[config.mk]
export PLATFORM = sky130hd
export DESIGN_NAME = baro_sensor_compensation_top
export DESIGN_NICKNAME = d
export VERILOG_FILES = /design/src/design/baro_comp_pkg.sv /design/src/design/baro_comp_ctrl.sv /design/src/design/baro_comp_dp.sv /design/src/design/baro_sensor_compensation_top.sv
export SDC_FILE = /design/constraint.sdc
export NUM_CORES = 2
export LEC_CHECK = 0
export BUFFER_PORTS_ARGS = -buffer_cell sky130_fd_sc_hd__buf_2
export CAP_MARGIN = 20
export CELL_PAD_IN_SITES_DETAIL_PLACEMENT = 2
export CELL_PAD_IN_SITES_GLOBAL_PLACEMENT = 2
export CORE_ASPECT_RATIO = 1.2
export CORE_MARGIN = 2
export CORE_UTILIZATION = 45
export CTS_CLUSTER_SIZE = 40
export DETAILED_ROUTE_END_ITERATION = 12
export PLACE_DENSITY = 0.95
export SETUP_SLACK_MARGIN = 0.4
export SYNTH_ARGS = -nofsm -noshare
export SYNTH_HDL_FRONTEND = slang
export SYNTH_SLANG_ARGS = --single-unit
[constraint.sdc]
create_clock -name clk -period 26.3 [get_ports clk]
set_clock_uncertainty 0.15 [all_clocks]
set_input_delay 2.63 -clock clk [delete_from_list [all_inputs] [get_ports clk]]
set_output_delay 2.63 -clock clk [all_outputs]
set_load 0.005 [all_outputs]
[src/design/baro_comp_pkg.sv]
`timescale 1ns / 1ps
`default_nettype none

package baro_comp_pkg;

    // port and register widths
    localparam int RAW_W   = 24;
    localparam int COEF_W  = 16;
    localparam int RATIO_W = 8;
    localparam int CNT_W   = 8;
    localparam int IDX_W   = 3;
    localparam int TOUT_W  = 15;
    localparam int POUT_W  = 17;
    localparam int ERR_W   = 2;

    // datapath widths
    localparam int DT_W     = 25;
    localparam int MUL_W    = 26;
    localparam int PROD_W   = 2 * MUL_W;
    localparam int OFF_W    = 38;
    localparam int SENS_W   = 36;
    localparam int TEMP_W   = 19;
    localparam int TCOMP_W  = 20;
    localparam int T2_W     = 18;
    localparam int ASQ_W    = 26;
    localparam int BSQ_W    = 23;
    localparam int A61_W    = 32;
    localparam int B15_W    = 27;
    localparam int OFF2_W   = 29;
    localparam int SENS2_W  = 28;
    localparam int SLO_W    = 18;
    localparam int PLO_W    = RAW_W + SLO_W;
    localparam int PSUM_W   = 61;
    localparam int PDIFF_W  = 41;
    localparam int PRESS_W  = 26;

    // scaling shifts
    localparam int OFF_BASE_SH  = 17;
    localparam int SENS_BASE_SH = 16;
    localparam int TREF_SH      = 8;
    localparam int OFF_SH       = 6;
    localparam int SENS_SH      = 7;
    localparam int TEMP_SH      = 23;
    localparam int T2_SH        = 31;
    localparam int OFF2_SH      = 4;
    localparam int PSUM_SH      = 21;
    localparam int PRESS_SH     = 15;

    // temperature and pressure limits
    localparam int T_REF  = 2000;
    localparam int T_COLD = -1500;
    localparam int T_LOW  = -4000;
    localparam int T_HIGH = 8500;
    localparam int P_HIGH = 120000;

    // measurement count wraps here
    localparam logic [CNT_W-1:0] CNT_MAX = 8'hFF;

    // count modulo ratio: two restoring steps per cycle
    localparam int MOD_STEPS = 4;
    localparam int MOD_CW    = 2;

    // register indexes
    localparam logic [IDX_W-1:0] CFG_SENS     = 3'd0;
    localparam logic [IDX_W-1:0] CFG_OFF      = 3'd1;
    localparam logic [IDX_W-1:0] CFG_TCS      = 3'd2;
    localparam logic [IDX_W-1:0] CFG_TCO      = 3'd3;
    localparam logic [IDX_W-1:0] CFG_TREF     = 3'd4;
    localparam logic [IDX_W-1:0] CFG_TEMPSENS = 3'd5;
    localparam logic [IDX_W-1:0] CFG_RATIO    = 3'd6;

    typedef enum logic [ERR_W-1:0] {
        ERR_OK    = 2'd0,
        ERR_TEMP  = 2'd1,
        ERR_PRESS = 2'd2
    } err_t;

    typedef enum logic [4:0] {
        ST_IDLE,
        ST_MOD,
        ST_DT,
        ST_M_TCO,
        ST_M_TCS,
        ST_M_TSENS,
        ST_M_DTSQ,
        ST_M_ASQ,
        ST_M_BSQ,
        ST_CORR,
        ST_APPLY,
        ST_M_PLO,
        ST_M_PHI,
        ST_PSUM,
        ST_PDIFF,
        ST_WRITE
    } state_t;

    typedef enum logic [3:0] {
        MUL_NONE,
        MUL_TCO,
        MUL_TCS,
        MUL_TSENS,
        MUL_DTSQ,
        MUL_ASQ,
        MUL_BSQ,
        MUL_PLO,
        MUL_PHI
    } mul_op_t;

    typedef enum logic [2:0] {
        ACC_NONE,
        ACC_OFF,
        ACC_SENS,
        ACC_TEMP,
        ACC_T2,
        ACC_ASQ,
        ACC_PLO,
        ACC_PSUM
    } acc_op_t;

    typedef struct packed {
        logic    load;
        logic    mod_step;
        logic    dt_load;
        mul_op_t mul_op;
        acc_op_t acc_op;
        logic    corr_calc;
        logic    corr_apply;
        logic    pdiff_load;
        logic    out_load;
    } cmd_t;

endpackage

`default_nettype wire

[src/design/baro_comp_ctrl.sv]
`timescale 1ns / 1ps
`default_nettype none

module baro_comp_ctrl
    import baro_comp_pkg::*;
(
    input  wire  clk,
    input  wire  rst_n,
    input  wire  in_valid,
    output logic in_stall,
    output logic out_valid,
    input  wire  out_stall,
    output cmd_t cmd
);

    localparam logic [MOD_CW-1:0] MOD_LAST = MOD_CW'(MOD_STEPS - 1);

    state_t             state_reg, state_next;
    logic [MOD_CW-1:0]  mod_cnt_reg, mod_cnt_next;
    logic               out_valid_reg, out_valid_next;
    logic               out_free;

    // output register can take a new beat
    assign out_free = !(out_valid_reg && out_stall);

    always_ff @(posedge clk or negedge rst_n)
    begin
        if (!rst_n)
        begin
            state_reg     <= ST_IDLE;
            mod_cnt_reg   <= '0;
            out_valid_reg <= 1'b0;
        end
        else
        begin
            state_reg     <= state_next;
            mod_cnt_reg   <= mod_cnt_next;
            out_valid_reg <= out_valid_next;
        end
    end

    always_comb
    begin
        state_next = state_reg;
        unique case (state_reg)
            ST_IDLE:    if (in_valid) state_next = ST_MOD;
            ST_MOD:     if (mod_cnt_reg == MOD_LAST) state_next = ST_DT;
            ST_DT:      state_next = ST_M_TCO;
            ST_M_TCO:   state_next = ST_M_TCS;
            ST_M_TCS:   state_next = ST_M_TSENS;
            ST_M_TSENS: state_next = ST_M_DTSQ;
            ST_M_DTSQ:  state_next = ST_M_ASQ;
            ST_M_ASQ:   state_next = ST_M_BSQ;
            ST_M_BSQ:   state_next = ST_CORR;
            ST_CORR:    state_next = ST_APPLY;
            ST_APPLY:   state_next = ST_M_PLO;
            ST_M_PLO:   state_next = ST_M_PHI;
            ST_M_PHI:   state_next = ST_PSUM;
            ST_PSUM:    state_next = ST_PDIFF;
            ST_PDIFF:   state_next = ST_WRITE;
            ST_WRITE:   if (out_free) state_next = ST_IDLE;
            default:    state_next = ST_IDLE;
        endcase
    end

    always_comb
    begin
        mod_cnt_next = (state_reg == ST_MOD) ? mod_cnt_reg + 1'b1 : '0;
    end

    always_comb
    begin
        cmd            = '0;
        cmd.mul_op     = MUL_NONE;
        cmd.acc_op     = ACC_NONE;
        in_stall       = 1'b1;
        unique case (state_reg)
            ST_IDLE:
            begin
                in_stall = 1'b0;
                cmd.load = in_valid;
            end
            ST_MOD:     cmd.mod_step = 1'b1;
            ST_DT:      cmd.dt_load = 1'b1;
            ST_M_TCO:   cmd.mul_op = MUL_TCO;
            ST_M_TCS:
            begin
                cmd.mul_op = MUL_TCS;
                cmd.acc_op = ACC_OFF;
            end
            ST_M_TSENS:
            begin
                cmd.mul_op = MUL_TSENS;
                cmd.acc_op = ACC_SENS;
            end
            ST_M_DTSQ:
            begin
                cmd.mul_op = MUL_DTSQ;
                cmd.acc_op = ACC_TEMP;
            end
            ST_M_ASQ:
            begin
                cmd.mul_op = MUL_ASQ;
                cmd.acc_op = ACC_T2;
            end
            ST_M_BSQ:
            begin
                cmd.mul_op = MUL_BSQ;
                cmd.acc_op = ACC_ASQ;
            end
            ST_CORR:    cmd.corr_calc = 1'b1;
            ST_APPLY:   cmd.corr_apply = 1'b1;
            ST_M_PLO:   cmd.mul_op = MUL_PLO;
            ST_M_PHI:
            begin
                cmd.mul_op = MUL_PHI;
                cmd.acc_op = ACC_PLO;
            end
            ST_PSUM:    cmd.acc_op = ACC_PSUM;
            ST_PDIFF:   cmd.pdiff_load = 1'b1;
            ST_WRITE:   cmd.out_load = out_free;
            default:    cmd = '0;
        endcase
    end

    always_comb
    begin
        if (cmd.out_load)
            out_valid_next = 1'b1;
        else if (!out_stall)
            out_valid_next = 1'b0;
        else
            out_valid_next = out_valid_reg;
    end

    assign out_valid = out_valid_reg;

endmodule

`default_nettype wire

[src/design/baro_comp_dp.sv]
`timescale 1ns / 1ps
`default_nettype none

module baro_comp_dp
    import baro_comp_pkg::*;
(
    input  wire                        clk,
    input  wire                        rst_n,
    input  wire  cmd_t                 cmd,
    input  wire                        cfg_wr_en,
    input  wire  [IDX_W-1:0]           cfg_index,
    input  wire  [COEF_W-1:0]          cfg_data,
    input  wire  [RAW_W-1:0]           raw_pressure,
    input  wire  [RAW_W-1:0]           raw_temperature,
    output logic signed [TOUT_W-1:0]   temperature,
    output logic [POUT_W-1:0]          pressure,
    output logic                       valid_res,
    output logic [ERR_W-1:0]           error_code,
    output logic                       temp_sampled
);

    // calibration and ratio
    logic [COEF_W-1:0]  sens_coef_reg, off_coef_reg, tcs_coef_reg;
    logic [COEF_W-1:0]  tco_coef_reg, tref_coef_reg, tempsens_coef_reg;
    logic [RATIO_W-1:0] temp_ratio_reg;

    // sensor state
    logic [RAW_W-1:0]   held_reg;
    logic [CNT_W-1:0]   count_reg;

    // per-item work registers
    logic [RAW_W-1:0]          d1_reg, rawt_reg;
    logic [CNT_W-1:0]          mcnt_reg;
    logic [RATIO_W-1:0]        rem_reg;
    logic                      samp_reg;
    logic signed [DT_W-1:0]    dt_reg;
    logic signed [PROD_W-1:0]  prod_reg;
    logic signed [OFF_W-1:0]   off_reg;
    logic signed [SENS_W-1:0]  sens_reg;
    logic signed [TEMP_W-1:0]  temp_reg;
    logic [T2_W-1:0]           t2_reg;
    logic [ASQ_W-1:0]          asq_reg;
    logic [OFF2_W-1:0]         off2_reg;
    logic [SENS2_W-1:0]        sens2_reg;
    logic signed [TCOMP_W-1:0] tcomp_reg;
    logic [PLO_W-1:0]          plo_reg;
    logic signed [PSUM_W-1:0]  psum_reg;
    logic signed [PDIFF_W-1:0] pdiff_reg;

    // result beat
    logic signed [TOUT_W-1:0]  tout_reg;
    logic [POUT_W-1:0]         pout_reg;
    err_t                      err_reg;
    logic                      samp_out_reg;

    logic [RATIO_W-1:0]        ratio_eff;
    logic [RATIO_W:0]          r1, r1s, r2, r2s;
    logic                      sampled;
    logic [RAW_W-1:0]          dt_src;
    logic signed [DT_W-1:0]    dt_val;

    logic signed [MUL_W-1:0]   mul_a, mul_b;
    logic signed [PROD_W-1:0]  mul_p;
    logic signed [TCOMP_W-1:0] a_val, b_val;

    logic                      warm, cold, t_ok, p_ok;
    logic [BSQ_W-1:0]          bsq;
    logic [A61_W-1:0]          asq61;
    logic [B15_W-1:0]          bsq15;
    logic [OFF2_W-1:0]         off2_val;
    logic [SENS2_W-1:0]        sens2_val;
    logic signed [PRESS_W-1:0] press;
    logic signed [TCOMP_W-1:0] tsat;

    // config registers and sensor state
    always_ff @(posedge clk or negedge rst_n)
    begin
        if (!rst_n)
        begin
            sens_coef_reg     <= '0;
            off_coef_reg      <= '0;
            tcs_coef_reg      <= '0;
            tco_coef_reg      <= '0;
            tref_coef_reg     <= '0;
            tempsens_coef_reg <= '0;
            temp_ratio_reg    <= RATIO_W'(1);
            held_reg          <= '0;
            count_reg         <= '0;
        end
        else
        begin
            if (cfg_wr_en)
            begin
                unique case (cfg_index)
                    CFG_SENS:     sens_coef_reg     <= cfg_data;
                    CFG_OFF:      off_coef_reg      <= cfg_data;
                    CFG_TCS:      tcs_coef_reg      <= cfg_data;
                    CFG_TCO:      tco_coef_reg      <= cfg_data;
                    CFG_TREF:     tref_coef_reg     <= cfg_data;
                    CFG_TEMPSENS: tempsens_coef_reg <= cfg_data;
                    CFG_RATIO:    temp_ratio_reg    <= cfg_data[RATIO_W-1:0];
                    default:      ;
                endcase
            end
            if (cmd.load)
                count_reg <= (count_reg == CNT_MAX) ? CNT_W'(1) : count_reg + 1'b1;
            if (cmd.dt_load && sampled)
                held_reg <= rawt_reg;
        end
    end

    // count modulo ratio, two restoring steps per cycle
    assign ratio_eff = (temp_ratio_reg == '0) ? RATIO_W'(1) : temp_ratio_reg;

    always_comb
    begin
        r1  = {rem_reg, mcnt_reg[CNT_W-1]};
        r1s = (r1 >= {1'b0, ratio_eff}) ? r1 - {1'b0, ratio_eff} : r1;
        r2  = {r1s[RATIO_W-1:0], mcnt_reg[CNT_W-2]};
        r2s = (r2 >= {1'b0, ratio_eff}) ? r2 - {1'b0, ratio_eff} : r2;
    end

    assign sampled = (rem_reg == '0);
    assign dt_src  = sampled ? rawt_reg : held_reg;
    assign dt_val  = $signed({1'b0, dt_src}) - $signed({1'b0, tref_coef_reg, {TREF_SH{1'b0}}});

    // shared multiplier operands
    assign a_val = TCOMP_W'(temp_reg) - TCOMP_W'(T_REF);
    assign b_val = TCOMP_W'(temp_reg) - TCOMP_W'(T_COLD);

    always_comb
    begin
        mul_a = '0;
        mul_b = '0;
        unique case (cmd.mul_op)
            MUL_TCO:
            begin
                mul_a = $signed({{(MUL_W-COEF_W){1'b0}}, tco_coef_reg});
                mul_b = MUL_W'(dt_reg);
            end
            MUL_TCS:
            begin
                mul_a = $signed({{(MUL_W-COEF_W){1'b0}}, tcs_coef_reg});
                mul_b = MUL_W'(dt_reg);
            end
            MUL_TSENS:
            begin
                mul_a = $signed({{(MUL_W-COEF_W){1'b0}}, tempsens_coef_reg});
                mul_b = MUL_W'(dt_reg);
            end
            MUL_DTSQ:
            begin
                mul_a = MUL_W'(dt_reg);
                mul_b = MUL_W'(dt_reg);
            end
            MUL_ASQ:
            begin
                mul_a = MUL_W'(a_val);
                mul_b = MUL_W'(a_val);
            end
            MUL_BSQ:
            begin
                mul_a = MUL_W'(b_val);
                mul_b = MUL_W'(b_val);
            end
            MUL_PLO:
            begin
                mul_a = $signed({{(MUL_W-RAW_W){1'b0}}, d1_reg});
                mul_b = $signed({{(MUL_W-SLO_W){1'b0}}, sens_reg[SLO_W-1:0]});
            end
            MUL_PHI:
            begin
                mul_a = $signed({{(MUL_W-RAW_W){1'b0}}, d1_reg});
                mul_b = MUL_W'($signed(sens_reg[SENS_W-1:SLO_W]));
            end
            default:
            begin
                mul_a = '0;
                mul_b = '0;
            end
        endcase
    end

    assign mul_p = mul_a * mul_b;

    // second-order terms
    assign warm  = (temp_reg >= TEMP_W'(T_REF));
    assign cold  = (temp_reg < TEMP_W'(T_COLD));
    assign bsq   = prod_reg[BSQ_W-1:0];
    assign asq61 = {asq_reg, 6'b0} - {asq_reg, 1'b0} - A61_W'(asq_reg);
    assign bsq15 = {bsq, 4'b0} - B15_W'(bsq);

    always_comb
    begin
        off2_val  = OFF2_W'(asq61[A61_W-1:OFF2_SH]);
        sens2_val = SENS2_W'({asq_reg, 1'b0});
        if (cold)
        begin
            off2_val  = off2_val + OFF2_W'(bsq15);
            sens2_val = sens2_val + SENS2_W'({bsq, 3'b0});
        end
    end

    // checks and final temperature clamp
    assign press = PRESS_W'(pdiff_reg >>> PRESS_SH);
    assign t_ok  = (temp_reg > TEMP_W'(T_LOW)) && (temp_reg < TEMP_W'(T_HIGH));
    assign p_ok  = (press > PRESS_W'(0)) && (press < PRESS_W'(P_HIGH));

    always_comb
    begin
        tsat = tcomp_reg;
        if (tcomp_reg < TCOMP_W'(T_LOW))
            tsat = TCOMP_W'(T_LOW);
        else if (tcomp_reg > TCOMP_W'(T_HIGH))
            tsat = TCOMP_W'(T_HIGH);
    end

    always_ff @(posedge clk)
    begin
        if (cmd.load)
        begin
            d1_reg   <= raw_pressure;
            rawt_reg <= raw_temperature;
            mcnt_reg <= count_reg;
            rem_reg  <= '0;
        end
        if (cmd.mod_step)
        begin
            rem_reg  <= r2s[RATIO_W-1:0];
            mcnt_reg <= {mcnt_reg[CNT_W-3:0], 2'b00};
        end
        if (cmd.dt_load)
        begin
            dt_reg   <= dt_val;
            samp_reg <= sampled;
        end

        prod_reg <= mul_p;

        unique case (cmd.acc_op)
            ACC_OFF:
                off_reg <= $signed({{(OFF_W-COEF_W-OFF_BASE_SH){1'b0}}, off_coef_reg,
                                    {OFF_BASE_SH{1'b0}}})
                           + OFF_W'(prod_reg >>> OFF_SH);
            ACC_SENS:
                sens_reg <= $signed({{(SENS_W-COEF_W-SENS_BASE_SH){1'b0}}, sens_coef_reg,
                                     {SENS_BASE_SH{1'b0}}})
                            + SENS_W'(prod_reg >>> SENS_SH);
            ACC_TEMP:
                temp_reg <= TEMP_W'(prod_reg >>> TEMP_SH) + TEMP_W'(T_REF);
            ACC_T2:
                t2_reg <= prod_reg[T2_SH +: T2_W];
            ACC_ASQ:
                asq_reg <= prod_reg[ASQ_W-1:0];
            ACC_PLO:
                plo_reg <= prod_reg[PLO_W-1:0];
            ACC_PSUM:
                psum_reg <= (PSUM_W'(prod_reg) <<< SLO_W) + PSUM_W'(plo_reg);
            default: ;
        endcase

        if (cmd.corr_calc)
        begin
            if (warm)
            begin
                off2_reg  <= '0;
                sens2_reg <= '0;
                tcomp_reg <= TCOMP_W'(temp_reg);
            end
            else
            begin
                off2_reg  <= off2_val;
                sens2_reg <= sens2_val;
                tcomp_reg <= TCOMP_W'(temp_reg) - $signed({2'b00, t2_reg});
            end
        end
        if (cmd.corr_apply)
        begin
            off_reg  <= off_reg - $signed({{(OFF_W-OFF2_W){1'b0}}, off2_reg});
            sens_reg <= sens_reg - $signed({{(SENS_W-SENS2_W){1'b0}}, sens2_reg});
        end
        if (cmd.pdiff_load)
            pdiff_reg <= PDIFF_W'(psum_reg >>> PSUM_SH) - PDIFF_W'(off_reg);

        if (cmd.out_load)
        begin
            samp_out_reg <= samp_reg;
            if (!t_ok)
            begin
                err_reg  <= ERR_TEMP;
                tout_reg <= '0;
                pout_reg <= '0;
            end
            else if (!p_ok)
            begin
                err_reg  <= ERR_PRESS;
                tout_reg <= '0;
                pout_reg <= '0;
            end
            else
            begin
                err_reg  <= ERR_OK;
                tout_reg <= TOUT_W'(tsat);
                pout_reg <= press[POUT_W-1:0];
            end
        end
    end

    assign temperature  = tout_reg;
    assign pressure     = pout_reg;
    assign valid_res    = (err_reg == ERR_OK);
    assign error_code   = err_reg;
    assign temp_sampled = samp_out_reg;

endmodule

`default_nettype wire

[src/design/baro_sensor_compensation_top.sv]
`timescale 1ns / 1ps
`default_nettype none

// barometric sensor compensation: each input beat carries a raw pressure and a
// raw temperature conversion; every temp_ratio-th beat (by an 8-bit measurement
// count) refreshes the held raw temperature. from the held temperature and the
// six calibration words the block forms dT, OFF, SENS and the first-order
// temperature, applies the second-order correction below 20.00 C (extra term
// below -15.00 C) and computes pressure. one result beat per input beat gives
// temperature in centidegrees, pressure in pascals, a valid flag and an error
// code; a failed range check zeroes both values. a sequencer steps each item
// through the modulo of the count, dT, eight products through one shared
// 26x26 multiplier (each product registered before use), the second-order
// correction, the pressure sum and difference, and the result load; the next
// input beat is taken in the cycle after the load. the result sits in an output
// register, so a new input beat is taken while the previous result waits; only
// a result that is still stalled when the next one is ready holds the sequencer.
// calibration writes are expected while no item is in flight.

module baro_sensor_compensation_top
    import baro_comp_pkg::*;
(
    input  wire                        clk,
    input  wire                        rst_n,
    // configuration write port
    input  wire                        cfg_wr_en,
    input  wire  [IDX_W-1:0]           cfg_index,
    input  wire  [COEF_W-1:0]          cfg_data,
    // input channel
    input  wire                        in_valid,
    output logic                       in_stall,
    input  wire  [RAW_W-1:0]           raw_pressure,
    input  wire  [RAW_W-1:0]           raw_temperature,
    // output channel
    output logic                       out_valid,
    input  wire                        out_stall,
    output logic signed [TOUT_W-1:0]   temperature,
    output logic [POUT_W-1:0]          pressure,
    output logic                       valid_res,
    output logic [ERR_W-1:0]           error_code,
    output logic                       temp_sampled
);

    // command bundle from the sequencer to the datapath
    cmd_t cmd;

    // sequencer: step control and output beat handshake
    baro_comp_ctrl u_ctrl (
        .clk       (clk),
        .rst_n     (rst_n),
        .in_valid  (in_valid),
        .in_stall  (in_stall),
        .out_valid (out_valid),
        .out_stall (out_stall),
        .cmd       (cmd)
    );

    // datapath: calibration registers, shared multiplier, result register
    baro_comp_dp u_dp (
        .clk             (clk),
        .rst_n           (rst_n),
        .cmd             (cmd),
        .cfg_wr_en       (cfg_wr_en),
        .cfg_index       (cfg_index),
        .cfg_data        (cfg_data),
        .raw_pressure    (raw_pressure),
        .raw_temperature (raw_temperature),
        .temperature     (temperature),
        .pressure        (pressure),
        .valid_res       (valid_res),
        .error_code      (error_code),
        .temp_sampled    (temp_sampled)
    );

    // an accepted beat starts the sequence, so the input side closes
    a_busy_after_accept: assert property (@(posedge clk) disable iff (!rst_n)
        (in_valid && !in_stall) |=> in_stall)
        else $error("input not stalled after an accepted beat");

    // valid flag and error code agree
    a_valid_means_ok: assert property (@(posedge clk) disable iff (!rst_n)
        (out_valid && valid_res) |-> (error_code == ERR_OK))
        else $error("valid result with nonzero error code");

    // a failed check reads zero and carries an error
    a_invalid_zero: assert property (@(posedge clk) disable iff (!rst_n)
        (out_valid && !valid_res) |->
            (temperature == '0 && pressure == '0 && error_code != ERR_OK))
        else $error("invalid result with nonzero values");

    // a valid result lies within the checked ranges
    a_valid_range: assert property (@(posedge clk) disable iff (!rst_n)
        (out_valid && valid_res) |->
            (temperature >= TOUT_W'(T_LOW) && temperature <= TOUT_W'(T_HIGH)
             && pressure != '0))
        else $error("valid result out of range");

endmodule

`default_nettype wire
==> results of run 1 <==
## routing by layer
layer,GRT usage (%),overflow
met1,62.9,0
met2,83.2,252
met3,48.0,3
met4,65.0,154
met5,22.4,2
## logic make-up after synthesis
logic type | Yosys count | synth area share, %
AOI/OAI and AO/OA | 1049 | 11.2
DFF | 620 | 28.3
and+or+nand+nor | 1873 | 13.6
xor gates and xnor gates | 340 | 4.85
muxes | 133 | 2.41
adders and majority gates | 1152 | 32.0
buffers and inverters | 1242 | 7.65
## stage by stage
stage / utilization (%) / hold slack [ns] / area, sq um / worst slack, ns
3_5_place_dp: 47.5 / 0.281 / 64300 / 15.09
3_3_place_gp: 47.4 / 0.252 / 64300 / 16.06
2_1_floorplan: - / 0.236 / 61400 / 17.11
4_1_cts: 49.3 / 0.276 / 66800 / 14.49
==> flow_summary_export.csv, run 1 <==
group,metric,value,unit
status,outcome,"stopped before the end",
status,stop_stage,"5_1_grt",
status,first-error,"[ERROR GRT-0116] Global routing finished with congestion. Check the congestion regions in the DRC Viewer.",
global_routing,grt_pass1_vias,76400,
synthesis,synth_most_common_cell,"inv_1",
placement,globalplace.congestion,0.961,
clock_network,cts_buffers,76,
synthesis,synthCells,6409,
synthesis,yosysWarningCount,0,
synthesis,ys_top_cells_by_count,"inv_1, nand2_1, fa_1",
synthesis,synth_cell_types,92,
floorplan,std_cell_rows,148,
placement,hpwlAfterDp,244000,um
clock_network,htree_num_levels,3,
synthesis,synth_area_leaders,"fa_1, edfxtp_1, ha_1",
clock_network,cts.repair.resized,0,
synthesis,syn-cell-area,0.0614,sq mm
global_routing,grt_overflow,411,
global_routing,grt_max_degree,73,
synthesis,syn_nets,7633,
synthesis,synthFlopType,"edfxtp_1",
synthesis,synth-edff-count,426,
clock_network,cts_setup_buffers,0,
synthesis,synth_top_cell_by_area,"fa_1",
placement,dp.cells,8216,
synthesis,async_reset_ff_share,23.1,%
clock_network,root_buffer,"clkbuf_16",
global_routing,grt_pass1_wl,646000,um
synthesis,synth.avg_cell_area,9.58,sq um
synthesis,synth_top_area_share,22.8,%
floorplan,die_y,409,um
clock_network,cts-hold-fix-buffers,0,
global_routing,grt_use_total,64.6,%
floorplan,die_x,341,um
placement,port_buffers,109,
floorplan,io_pins,110,
synthesis,synth-seq-cells,620,
clock_network,cts_sinks,620,
floorplan,start_util,45.3,%
synthesis,ys_seq_area_share,28.3,%
clock_network,cts_max_path_buffers,3,
==> run 2, diff against run 1 <==
Settings changed: CELL_PAD_IN_SITES_DETAIL_PLACEMENT 2 to not set, CELL_PAD_IN_SITES_GLOBAL_PLACEMENT 2 to not set, CORE_ASPECT_RATIO 1.2 to not set, CORE_UTILIZATION 45 to 30, CTS_CLUSTER_SIZE 40 to not set, PLACE_DENSITY 0.95 to not set, PLACE_DENSITY_LB_ADDON set to 0.15, SETUP_SLACK_MARGIN 0.4 to not set.
==> flow_summary_export.csv, run 2 <==
group,metric,value,unit
status,outcome,"finished clean",
clock_network,cts-hold-fix-buffers,0,
placement,port_buffers,109,
placement,dp.cells,9128,
detailed_routing,antenna_left,0,
synthesis,synth-compound-area-share,11.2,%
timing,final-hold-violation-count,0,
synthesis,synth_top_cell_by_area,"fa_1",
detailed_routing,wl_per_cell,23.9,um
timing,slew_headroom,27.3,%
detailed_routing,via_per_inst,4.99,
synthesis,yosysWarningCount,0,
setup_path,cp-end-kind,"flip-flop",
synthesis,ys_seq_area_share,28.3,%
synthesis,synth_top_area_share,22.8,%
placement,globalplace.congestion,0.886,
timing,fmax,94.9,MHz
floorplan,std_cell_rows,166,
timing,setup_viol,0,
clock_network,path_clk_slew,0.06,ns
global_routing,grt_max_degree,77,
setup_path,cp_slowest_cell,"and3_1",
setup_path,timing_worst_setup_path_type,"flip-flop to flip-flop",
synthesis,synth_area_leaders,"fa_1, edfxtp_1, ha_1",
synthesis,synthCells,6409,
placement,hpwlAfterDp,172000,um
global_routing,grt_use_total,21.2,%
synthesis,synth_top_family_by_area,"adder cells",
synthesis,synth-seq-cells,620,
cells_and_area,regArea,0.0174,sq mm
clock_network,cts.repair.resized,0,
synthesis,async_reset_ff_share,23.1,%
cells_and_area,drive_above_1_share,8.50,%
clock_network,root_buffer,"clkbuf_16",
timing,rsz0062_at_grt,"no",
synthesis,synth_mux_area_share,2.41,%
floorplan,dieArea,0.208,sq mm
cells_and_area,layout_common_cells,"inv_1, nand2_1, fa_1, nor2_1, ha_1",
cells_and_area,syn2layout_area_growth,11.5,%
detailed_routing,vias,46400,
cells_and_area,layout_commonest_cell,"inv_1",
cells_and_area,layout.nets,7751,
clock_network,clk_latency,0.74,ns
setup_path,cpPeakStageDelay,0.83,ns
clock_network,cts_tree,"done",
floorplan,io_pins,110,
setup_path,cpMostUsedCell,"fa_1",
timing,fin_hold_ws,0.282,ns
global_routing,grt_pass1_wl,325000,um
cells_and_area,largest_reg_flops,49,
detailed_routing,routed_wl,222000,um
floorplan,start_util,30.1,%
synthesis,yosys.area_share.xor_xnor,4.85,%
timing,fin_crit_sh,40.0,%
placement,place_ws,15.79,ns
setup_path,critPathMaxFanout,38,
floorplan,core_area,0.204,sq mm
synthesis,synthFlopType,"edfxtp_1",
synthesis,ys_top_cells_by_count,"inv_1, nand2_1, fa_1",
clock_network,htree_num_levels,3,
timing,worst_slack,15.77,ns
cells_and_area,nFillCells,21100,
timing,worst_slew_pin_slew,1.09,ns
clock_network,cts_buffers,83,
setup_path,crit_arrival,11.00,ns
synthesis,synth_most_common_cell,"inv_1",
global_routing,antenna_found_initial,15,
global_routing,grt_overflow,0,
floorplan,die_x,456,um
cells_and_area,instances_no_fill,9286,
synthesis,synth-edff-count,426,
setup_path,critPathLaunchType,"flip-flop",
timing,period_needed,10.53,ns
synthesis,yosys.area_share.simple,13.6,%
synthesis,synthAdderAreaFrac,32.0,%
setup_path,required,26.77,ns
global_routing,grt_pass1_vias,46900,
cells_and_area,multi_input_area,0.0395,sq mm
synthesis,syn-cell-area,0.0614,sq mm
synthesis,syn_nets,7633,
job,drv_cap,0,
synthesis,synth_cell_types,92,
detailed_routing,drcViolationCount,0,
clock_network,cts_sinks,620,
detailed_routing,drt_iter0_drc,3959,
clock_network,cts_setup_buffers,0,
timing,tns,0,ns
clock_network,cts_max_path_buffers,3,
synthesis,synth.avg_cell_area,9.58,sq um
floorplan,die_y,456,um
worst_hold_path,min_path_type,"flip-flop to flip-flop",
detailed_routing,first_pass_iters,9,
timing,drv_slew,0,
-- run 2: worst paths after layout --
path | from | end | slack [ns] | cells past startpoint
max | u_ctrl.state_reg[2] | u_dp.prod_reg[48] | 15.77 | 32
min | u_dp.samp_reg | u_dp.temp_sampled | 0.28 | 0
max reg2reg | u_ctrl.state_reg[2] | u_dp.prod_reg[48] | 15.77 | 32
min reg2reg | u_dp.samp_reg | u_dp.temp_sampled | 0.28 | 0
max in group asynchronous | rst_n | u_dp.sens_coef_reg[0] | 23.05 | 3
min in group asynchronous | rst_n | u_dp.held_reg[1] | 1.74 | 1
-- run 2: cell type report --
class                           count  area share, %
Sequential cell                   620           25.4
Clock inverter                     53          0.855
Tap cell                         2688           4.91
Clock buffer                      102           3.18
Antenna cell                        1        0.00366
Inverter                         1033           5.66
Multi-Input combinational cell   4547           57.7
Timing Repair Buffer              242           2.32
-- run 2: per-layer routing --
layer	vias up	wire, um	GRT usage, %
met3	282	11800	2.90
met2	1301	99100	33.2
met1	23300	101000	29.4
met5	-	0	0
li1	21400	-	-
met4	0	10100	8.79
-- run 2: kinds of logic (layout without fill, tap and decap cells) --
family / after synthesis / in the layout
simple gates: 1873 / 1873
compound gates: 1049 / 1049
flops: 620 / 620
fa+ha+maj: 1152 / 1152
xor+xnor: 340 / 340
mux: 133 / 133
other cells: 0 / 1
buf+inv: 1242 / 1430
-- run 2: worst max-delay path: cells and delay by family, from the launching register on --
family                     cells  cell delay (ns)
adders and majority gates      8             4.01
AOI/OAI and AO/OA              9             2.35
and+or+nand+nor                6             2.19
buffers and inverters          8             1.07
DFF                            1             0.43
xor gates and xnor gates       1             0.10
-- run 2: per-stage QoR --
stage	utilization, %	area [sq um]
global placement	32.2	65600
floorplan	-	61400
global route	33.6	68500
detailed placement	32.2	65600
CTS	33.5	68400
finish	33.6	68500
Power of run 2 is not shown: default switching activity piles up to over one toggle a cycle in this logic, so the estimate is an artifact.
